--- src/hw/rtl/ncfb_pkg.sv ---
`timescale 1ns / 1ps

package ncfb_pkg;

	localparam int QDEPTH = 4;
	localparam int QAW = $clog2(QDEPTH);

	localparam logic [5:0] SIZE_RESET = 6'd8;
	localparam logic [5:0] SIZE_MIN = 6'd1;
	localparam logic [5:0] SIZE_MAX = 6'd32;

	localparam logic [7:0] PREAMBLE_BYTE = 8'hCC;
	localparam logic [7:0] SEQUENCE_BYTE = 8'h01;
	localparam logic [3:0] NIB_B = 4'hB;
	localparam logic [3:0] NIB_C = 4'hC;

	localparam logic [2:0] KIND_PREAMBLE = 3'd0;
	localparam logic [2:0] KIND_FNUM = 3'd1;
	localparam logic [2:0] KIND_SEQ = 3'd2;
	localparam logic [2:0] KIND_LEN = 3'd3;
	localparam logic [2:0] KIND_PAYLOAD = 3'd4;
	localparam logic [2:0] KIND_CHECK = 3'd5;

	localparam logic [3:0] STEP_PRE0 = 4'd0;
	localparam logic [3:0] STEP_PRE1 = 4'd1;
	localparam logic [3:0] STEP_PRE2 = 4'd2;
	localparam logic [3:0] STEP_PRE3 = 4'd3;
	localparam logic [3:0] STEP_FNUM_HI = 4'd4;
	localparam logic [3:0] STEP_FNUM_LO = 4'd5;
	localparam logic [3:0] STEP_SEQ = 4'd6;
	localparam logic [3:0] STEP_LEN_HI = 4'd7;
	localparam logic [3:0] STEP_LEN_LO = 4'd8;
	localparam logic [3:0] STEP_PAYLOAD = 4'd9;
	localparam logic [3:0] STEP_CHECK_B = 4'd10;
	localparam logic [3:0] STEP_CHECK_C = 4'd11;

	typedef struct packed {
		logic [7:0] data_byte;
		logic       end_of_message;
	} ncfb_in_t;

	typedef struct packed {
		logic [7:0] frame_byte;
		logic [2:0] byte_kind;
		logic       frame_end;
		logic       last_of_run;
	} ncfb_out_t;

	typedef struct packed {
		logic [7:0]  data_byte;
		logic        hdr;
		logic        chk;
		logic [15:0] fnum;
		logic [5:0]  size;
		logic [5:0]  cnt_b;
		logic [5:0]  cnt_c;
	} ncfb_job_t;

endpackage

--- src/hw/rtl/ncfb_front.sv ---
`timescale 1ns / 1ps

module ncfb_front (
	input  logic              clk,
	input  logic              arst_n,
	input  logic              cfg_we,
	input  logic [5:0]        cfg_wdata,
	input  logic              in_valid,
	input  ncfb_pkg::ncfb_in_t in_word,
	input  logic              q_full,
	output logic              q_push,
	output ncfb_pkg::ncfb_job_t q_job
);

	logic [5:0]  bpf_q;
	logic [15:0] fnum_q;
	logic [5:0]  bif_q;
	logic [5:0]  cnt_b_q;
	logic [5:0]  cnt_c_q;

	logic [5:0] size_eff;
	logic       hdr;
	logic       has_b;
	logic       has_c;
	logic [5:0] new_b;
	logic [5:0] new_c;
	logic [5:0] new_bif;
	logic       close;

	always_comb begin
		if (bpf_q == 6'd0) begin
			size_eff = ncfb_pkg::SIZE_MIN;
		end else if (bpf_q > ncfb_pkg::SIZE_MAX) begin
			size_eff = ncfb_pkg::SIZE_MAX;
		end else begin
			size_eff = bpf_q;
		end
		hdr = (bif_q == 6'd0);
		has_b = (in_word.data_byte[7:4] == ncfb_pkg::NIB_B) ||
			(in_word.data_byte[3:0] == ncfb_pkg::NIB_B);
		has_c = (in_word.data_byte[7:4] == ncfb_pkg::NIB_C) ||
			(in_word.data_byte[3:0] == ncfb_pkg::NIB_C);
		new_b = (hdr ? 6'd0 : cnt_b_q) + {5'd0, has_b};
		new_c = (hdr ? 6'd0 : cnt_c_q) + {5'd0, has_c};
		new_bif = bif_q + 6'd1;
		close = (new_bif >= size_eff) || in_word.end_of_message;

		q_push = in_valid && !q_full;
		q_job.data_byte = in_word.data_byte;
		q_job.hdr = hdr;
		q_job.chk = close;
		q_job.fnum = fnum_q;
		q_job.size = size_eff;
		q_job.cnt_b = new_b;
		q_job.cnt_c = new_c;
	end

	always_ff @(posedge clk or negedge arst_n) begin
		if (!arst_n) begin
			bpf_q <= ncfb_pkg::SIZE_RESET;
			fnum_q <= 16'd1;
			bif_q <= 6'd0;
			cnt_b_q <= 6'd0;
			cnt_c_q <= 6'd0;
		end else begin
			if (cfg_we) begin
				bpf_q <= cfg_wdata;
			end
			if (q_push) begin
				if (close) begin
					fnum_q <= fnum_q + 16'd1;
					bif_q <= 6'd0;
					cnt_b_q <= 6'd0;
					cnt_c_q <= 6'd0;
				end else begin
					bif_q <= new_bif;
					cnt_b_q <= new_b;
					cnt_c_q <= new_c;
				end
			end
		end
	end

	a_bif_below_size: assert property (@(posedge clk) disable iff (!arst_n)
		bif_q <= ncfb_pkg::SIZE_MAX)
		else $error("frame byte count beyond largest frame");

endmodule

--- src/hw/rtl/ncfb_fifo.sv ---
`timescale 1ns / 1ps

module ncfb_fifo (
	input  logic               clk,
	input  logic               arst_n,
	input  logic               push,
	input  ncfb_pkg::ncfb_job_t wdata,
	output logic               full,
	input  logic               pop,
	output logic               empty,
	output ncfb_pkg::ncfb_job_t rdata
);

	ncfb_pkg::ncfb_job_t mem_q [ncfb_pkg::QDEPTH];
	logic [ncfb_pkg::QAW-1:0] wr_ptr_q;
	logic [ncfb_pkg::QAW-1:0] rd_ptr_q;
	logic [ncfb_pkg::QAW:0]   count_q;

	assign full = (count_q == (ncfb_pkg::QAW+1)'(ncfb_pkg::QDEPTH));
	assign empty = (count_q == '0);
	assign rdata = mem_q[rd_ptr_q];

	always_ff @(posedge clk) begin
		if (push) begin
			mem_q[wr_ptr_q] <= wdata;
		end
	end

	always_ff @(posedge clk or negedge arst_n) begin
		if (!arst_n) begin
			wr_ptr_q <= '0;
			rd_ptr_q <= '0;
			count_q <= '0;
		end else begin
			if (push) begin
				wr_ptr_q <= wr_ptr_q + 1'b1;
			end
			if (pop) begin
				rd_ptr_q <= rd_ptr_q + 1'b1;
			end
			if (push && !pop) begin
				count_q <= count_q + 1'b1;
			end else if (pop && !push) begin
				count_q <= count_q - 1'b1;
			end
		end
	end

	a_no_overflow: assert property (@(posedge clk) disable iff (!arst_n)
		!(push && full))
		else $error("queue written while full");

	a_no_underflow: assert property (@(posedge clk) disable iff (!arst_n)
		!(pop && empty))
		else $error("queue read while empty");

endmodule

--- src/hw/rtl/ncfb_back.sv ---
`timescale 1ns / 1ps

module ncfb_back (
	input  logic               clk,
	input  logic               arst_n,
	input  logic               q_empty,
	input  ncfb_pkg::ncfb_job_t q_job,
	output logic               q_pop,
	output logic               out_valid,
	input  logic               out_stall,
	output ncfb_pkg::ncfb_out_t out_word
);

	ncfb_pkg::ncfb_job_t cur_q;
	logic                cur_valid_q;
	logic [3:0]          step_q;
	logic                out_valid_q;
	ncfb_pkg::ncfb_out_t out_q;

	logic                advance;
	logic                emit;
	logic [3:0]          end_step;
	logic                done;
	ncfb_pkg::ncfb_out_t word;

	always_comb begin
		advance = !out_valid_q || !out_stall;
		emit = cur_valid_q && advance;
		end_step = cur_q.chk ? ncfb_pkg::STEP_CHECK_C : ncfb_pkg::STEP_PAYLOAD;
		done = emit && (step_q == end_step);
		q_pop = !q_empty && (!cur_valid_q || done);

		word.frame_end = 1'b0;
		word.last_of_run = (step_q == end_step);
		unique case (step_q) inside
			ncfb_pkg::STEP_PRE0, ncfb_pkg::STEP_PRE1,
			ncfb_pkg::STEP_PRE2, ncfb_pkg::STEP_PRE3: begin
				word.frame_byte = ncfb_pkg::PREAMBLE_BYTE;
				word.byte_kind = ncfb_pkg::KIND_PREAMBLE;
			end
			ncfb_pkg::STEP_FNUM_HI: begin
				word.frame_byte = cur_q.fnum[15:8];
				word.byte_kind = ncfb_pkg::KIND_FNUM;
			end
			ncfb_pkg::STEP_FNUM_LO: begin
				word.frame_byte = cur_q.fnum[7:0];
				word.byte_kind = ncfb_pkg::KIND_FNUM;
			end
			ncfb_pkg::STEP_SEQ: begin
				word.frame_byte = ncfb_pkg::SEQUENCE_BYTE;
				word.byte_kind = ncfb_pkg::KIND_SEQ;
			end
			ncfb_pkg::STEP_LEN_HI: begin
				word.frame_byte = 8'h00;
				word.byte_kind = ncfb_pkg::KIND_LEN;
			end
			ncfb_pkg::STEP_LEN_LO: begin
				word.frame_byte = {2'b00, cur_q.size};
				word.byte_kind = ncfb_pkg::KIND_LEN;
			end
			ncfb_pkg::STEP_CHECK_B: begin
				word.frame_byte = {2'b00, cur_q.cnt_b};
				word.byte_kind = ncfb_pkg::KIND_CHECK;
			end
			ncfb_pkg::STEP_CHECK_C: begin
				word.frame_byte = {2'b00, cur_q.cnt_c};
				word.byte_kind = ncfb_pkg::KIND_CHECK;
				word.frame_end = 1'b1;
			end
			default: begin
				word.frame_byte = cur_q.data_byte;
				word.byte_kind = ncfb_pkg::KIND_PAYLOAD;
			end
		endcase
	end

	// hold the job and output payload while stalled
	always_ff @(posedge clk) begin
		if (q_pop) begin
			cur_q <= q_job;
		end
		if (advance) begin
			out_q <= word;
		end
	end

	always_ff @(posedge clk or negedge arst_n) begin
		if (!arst_n) begin
			cur_valid_q <= 1'b0;
			step_q <= ncfb_pkg::STEP_PRE0;
			out_valid_q <= 1'b0;
		end else begin
			if (q_pop) begin
				cur_valid_q <= 1'b1;
				step_q <= q_job.hdr ? ncfb_pkg::STEP_PRE0 : ncfb_pkg::STEP_PAYLOAD;
			end else if (done) begin
				cur_valid_q <= 1'b0;
			end else if (emit) begin
				step_q <= step_q + 4'd1;
			end
			if (advance) begin
				out_valid_q <= cur_valid_q;
			end
		end
	end

	assign out_valid = out_valid_q;
	assign out_word = out_q;

	a_step_in_range: assert property (@(posedge clk) disable iff (!arst_n)
		cur_valid_q |-> step_q <= ncfb_pkg::STEP_CHECK_C)
		else $error("step counter past last check byte");

	a_frame_end_is_last: assert property (@(posedge clk) disable iff (!arst_n)
		out_valid_q && out_q.frame_end |-> out_q.last_of_run &&
			out_q.byte_kind == ncfb_pkg::KIND_CHECK)
		else $error("frame end on a word that does not close the run");

endmodule

--- src/hw/rtl/nibble_count_frame_builder.sv ---
`timescale 1ns / 1ps
// An input item is written into the job queue, popped into the job register and built
// into words in the output register. Throughput: one output word per cycle while
// out_stall is low; an item gives 1, 3, 10 or 12 words. A four-entry job queue lets
// the input run ahead of the output, and an input word may be taken every cycle while
// it has room. Reset: arst_n clears the queue and output valid, frame number to 1,
// counts to zero and the frame size register to 8; no clearing pass is needed.
module nibble_count_frame_builder (
	input  logic               clk,
	input  logic               arst_n,
	input  logic               cfg_we,
	input  logic [5:0]         cfg_wdata,
	input  logic               in_valid,
	output logic               in_stall,
	input  ncfb_pkg::ncfb_in_t  in_word,
	output logic               out_valid,
	input  logic               out_stall,
	output ncfb_pkg::ncfb_out_t out_word
);

	logic                q_full;
	logic                q_push;
	logic                q_empty;
	logic                q_pop;
	ncfb_pkg::ncfb_job_t job_in;
	ncfb_pkg::ncfb_job_t job_out;

	assign in_stall = q_full;

	ncfb_front u_front (
		.clk      (clk),
		.arst_n   (arst_n),
		.cfg_we   (cfg_we),
		.cfg_wdata(cfg_wdata),
		.in_valid (in_valid),
		.in_word  (in_word),
		.q_full   (q_full),
		.q_push   (q_push),
		.q_job    (job_in)
	);

	ncfb_fifo u_fifo (
		.clk   (clk),
		.arst_n(arst_n),
		.push  (q_push),
		.wdata (job_in),
		.full  (q_full),
		.pop   (q_pop),
		.empty (q_empty),
		.rdata (job_out)
	);

	ncfb_back u_back (
		.clk      (clk),
		.arst_n   (arst_n),
		.q_empty  (q_empty),
		.q_job    (job_out),
		.q_pop    (q_pop),
		.out_valid(out_valid),
		.out_stall(out_stall),
		.out_word (out_word)
	);

endmodule

--- config.mk ---
export PLATFORM = sky130hd
export DESIGN_NAME = nibble_count_frame_builder
export DESIGN_NICKNAME = d
export VERILOG_FILES = /design/src/hw/rtl/ncfb_pkg.sv /design/src/hw/rtl/ncfb_front.sv /design/src/hw/rtl/ncfb_fifo.sv /design/src/hw/rtl/ncfb_back.sv /design/src/hw/rtl/nibble_count_frame_builder.sv
export SDC_FILE = /design/constraint.sdc
export NUM_CORES = 1
export LEC_CHECK = 0
export ABC_CLOCK_PERIOD_IN_PS = 6480
export BUFFER_PORTS_ARGS = -buffer_cell sky130_fd_sc_hd__buf_2
export CAP_MARGIN = 5
export CORE_MARGIN = 1
export CORE_UTILIZATION = 55
export CTS_CLUSTER_SIZE = 25
export DETAILED_ROUTE_END_ITERATION = 8
export PLACE_DENSITY = 0.81
export SLEW_MARGIN = 20
export SYNTH_ARGS = -nofsm -noshare
export SYNTH_HDL_FRONTEND = slang
export SYNTH_SLANG_ARGS = --single-unit
--- constraint.sdc ---
create_clock -name clk -period 6.48 [get_ports clk]
set_input_delay 0 -clock clk [delete_from_list [all_inputs] [get_ports clk]]
set_output_delay 0 -clock clk [all_outputs]
set_load 0.01 [all_outputs]
==> impl_metrics.yaml <==
die:
  die_w_um: 147
  die_y_um: 147
  num_rows: 52
  io_pins: 35
  start_util: 0.565
  die-area_um2: 21500
  core_um2: 20400
cells_and_area:
  fillerInstances: 1360
  layout.nets: 773
  finalCoreUtilization: 0.642
  antenna_cells: 0
  seq_area_um2: 8300
  multi_input_area_um2: 2970
  drive_above_1_share: 0.210
  areaGrowthSynthToFinish_pct: 13.8
  final_area_um2: 13100
synthesis:
  yosys_most_used_dff: "edfxtp_1"
  syn_area_um2: 11500
  ys_seq_area_frac: 0.722
  yosys_warnings: 0
  synth_edf_count: 232
  async_reset_ff_frac: 0.186
  syn-num-nets: 706
  ys_ff_latch: 285
  synth_cell_types: 56
  syn_inst: 663
  avgSynthCellArea_um2: 17.3
timing:
  setup_violations: 0
  slew_headroom: 0.387
  final.period_utilization: 0.456
  fin_tns_setup_ns: 0
  skew_ns: 0.0194
  fmax_ghz: 0.339
  slew_violations: 0
  rsz0062_at_grt: "no"
  post-route-min-period_ns: 2.95
  tightest_slew_ns: 0.919
  hold_viol_final: 0
critical_path:
  path_max_fanout: 27
  timing.critical_path.buf_inv: 2
  crit_chain: "nor3b_4 > nand2b_1 > inv_4 > ha_1 > inv_1 > fa_1 > mux2_2"
  crit_type: "reg2reg"
  crit_slowest_cell: "nand2b_1"
  crit_path_max_incr_delay_ns: 0.69
  crit_arrival_ns: 3.37
  crit_path_end_kind: "flop"
  critPathRequiredTime_ns: 6.90
  cp-start-kind: "flop"
  critPathTopFamily: "simple AND/OR/NAND/NOR gates"
run_status:
  status: "completed"
global_route:
  grt_pass1_wl_um: 35500
  grt_max_degree: 54
  grt_pass1_vias: 6465
  track_usage: 0.218
  antenna_found_initial: 0
  overflow: 0
pwr:
  cell_internal_pwr_uw: 4020
  p_comb_frac: 0.241
  p_seq_frac: 0.478
  swShare: 0.294
  powerDensity_nw_per_um2: 436
  p_switching_uw: 1680
  peakVddDrop_uv: 206
  p_clk_frac: 0.281
  power.leakage_uw: 0.00482
place:
  io_buffers: 34
  place.detailed.hpwl_um: 13600
  placed_area_um2: 11900
  place.gp.congestion: 0.903
detailed_routing:
  dr_total_vias: 6110
  via_per_inst: 5.98
  ant_nets: 0
  drt-pass1-iter-count: 6
  drt-total-wl_um: 22200
  drc: 0
  drtIter0Drc: 623
  avgRoutedWirePerCell_um: 21.7
cts:
  clock_latency_ns: 0.53
  clock_sinks: 285
  cts_made_buffers: 28
  cts_root_buf: "clkbuf_16"
  clkTransAtPathRegs_ns: 0.06
  cts_tree: "done"
  clockBufferDepth: 3
  ctsHtreeMaxLevel: 1
run:
  cap_violations: 0
min_path:
  hold_path.class: "in2reg"
==> kinds of logic (layout without fill, tap and decap cells) <==
family,after synthesis,after routing,synth area share
fa+ha+maj,23,23,0.0257
simple gates,149,149,0.0661
buf+inv,49,138,0.0210
xor+xnor,34,34,0.0259
flops,285,285,0.722
mux,56,56,0.0985
compound gates,67,67,0.0414
==> power by group through the flow <==
| stage | Clock (uW) | Sequential, uW | Combinational [uW] |
|---|---|---|---|
| detailed placement | 0 | 2760 | 1350 |
| floorplan | 0 | 2640 | 1060 |
| CTS | 1630 | 2730 | 1380 |
| global route | 1690 | 2760 | 1490 |
| global placement | 0 | 2720 | 1310 |
| finish | 1600 | 2720 | 1370 |
==> path summary, 6_finish.rpt <==
kind | from | to | slack (ns) | depth (start not counted)
max | u_fifo.count_q[0]$_DFFE_PN0P_ | u_fifo.count_q[1]$_DFFE_PN0P_ | 3.53 | 7
min | out_stall | u_back.step_q[0]$_DFFE_PN0P_ | 0.08 | 4
max reg2reg | u_fifo.count_q[0]$_DFFE_PN0P_ | u_fifo.count_q[1]$_DFFE_PN0P_ | 3.53 | 7
min reg2reg | u_front.cnt_b_q[0]$_DFFE_PN0P_ | u_front.cnt_b_q[0]$_DFFE_PN0P_ | 0.48 | 2
max in group asynchronous | arst_n | u_fifo.rd_ptr_q[1]$_DFFE_PN0P_ | 5.80 | 3
min in group asynchronous | arst_n | u_front.bpf_q[2]$_DFFE_PN0P_ | 0.15 | 3
==> registers in the layout, summed over array words and instances (netlist names) <==
signal,cells
u_fifo.rd_ptr_q,2
u_back.out_word,13
u_back.out_valid,1
u_back.cur_valid_q,1
u_front.fnum_q,16
u_front.cnt_b_q,6
u_fifo.count_q,3
u_fifo.wr_ptr_q,2
u_back.step_q,4
u_front.cnt_c_q,6
u_front.bif_q,6
u_fifo.mem_q,176
u_back.cur_q,43
u_front.bpf_q,6
==> Yosys cell counts (7+ instances only) <==
cell | number | area share
ha_1 | 22 | 0.024
xnor2_1 | 20 | 0.015
and2_1 | 9 | 0.0049
xor2_1 | 14 | 0.011
dfrtp_1 | 51 | 0.11
inv_1 | 19 | 0.0062
edfxtp_1 | 232 | 0.61
mux2_2 | 9 | 0.0088
nand3_1 | 26 | 0.011
mux4_2 | 44 | 0.086
nor2b_1 | 9 | 0.0049
nand2b_1 | 7 | 0.0038
o21ai_0 | 18 | 0.0078
clkbuf_1 | 8 | 0.0026
nand4_1 | 10 | 0.0054
buf_2 | 14 | 0.0061
nor3_1 | 10 | 0.0044
a22oi_1 | 8 | 0.0052
nand2_1 | 46 | 0.015
nor2_1 | 15 | 0.0049
a21oi_1 | 8 | 0.0035
==> repair_timing <==
action	CTS	global route
gates resized for setup	0	0
buffers inserted	0	0
endpoints found under the hold margin	93	0
hold buffers	23	0
==> tightest hold or removal path, delay by kind of cell <==
kind	cells	cell delay (ns)
compound gates	2	0.24
buf+inv	1	0.07
simple gates	1	0.24
==> layer usage <==
| layer | vias to the layer above | track usage | share of wire |
|---|---|---|---|
| li1 | 2709 | - | - |
| met1 | 3111 | 0.295 | 0.41 |
| met2 | 255 | 0.367 | 0.51 |
| met3 | 35 | 0.0269 | 0.059 |
| met4 | 0 | 0.0750 | 0.019 |
| met5 | - | 0 | 0 |
==> cell type report <==
class / count / area share
Clock buffer: 37 / 0.0585
Clock inverter: 15 / 0.0125
Inverter: 21 / 0.00622
Multi-Input combinational cell: 329 / 0.227
Sequential cell: 285 / 0.635
Tap cell: 270 / 0.0258
Timing Repair Buffer: 65 / 0.0352
==> stage by stage <==
| step | worst slack (ns) | instances | hold WS, ns | power (uW) |
|---|---|---|---|---|
| 2_1_floorplan | 3.78 | 663 | -0.296 | 3710 |
| 3_3_place_gp | 3.70 | 947 | 0.173 | 4040 |
| 3_5_place_dp | 3.59 | 947 | 0.191 | 4110 |
| 4_1_cts | 3.55 | 1022 | 0.0603 | 5730 |
| 5_1_grt | 3.38 | 1022 | 0.141 | 5950 |
| 6_report | 3.53 | 1022 | 0.0829 | 5700 |
==> layout by cell type, fill, tap and decap left out, types with 6 or more instances in the layout <==
cell             n
nor2b_1          9
a21oi_1          8
clkinv_2         6
buf_2           34
dfrtp_1         49
nand4_1         10
mux2_2           9
xor2_1          14
buf_4            8
dlygate4sd3_1   23
inv_1           19
o21ai_0         18
nand2b_1         7
nor2_1          15
mux4_2          44
edfxtp_1       232
clkbuf_1         7
a22o_1           6
nand2_1         46
nor3_1          10
a22oi_1          8
nand3_1         26
ha_1            22
clkbuf_16       29
xnor2_1         20
and3_1           6
No activity file was read; power rests on OpenSTA's default activity.
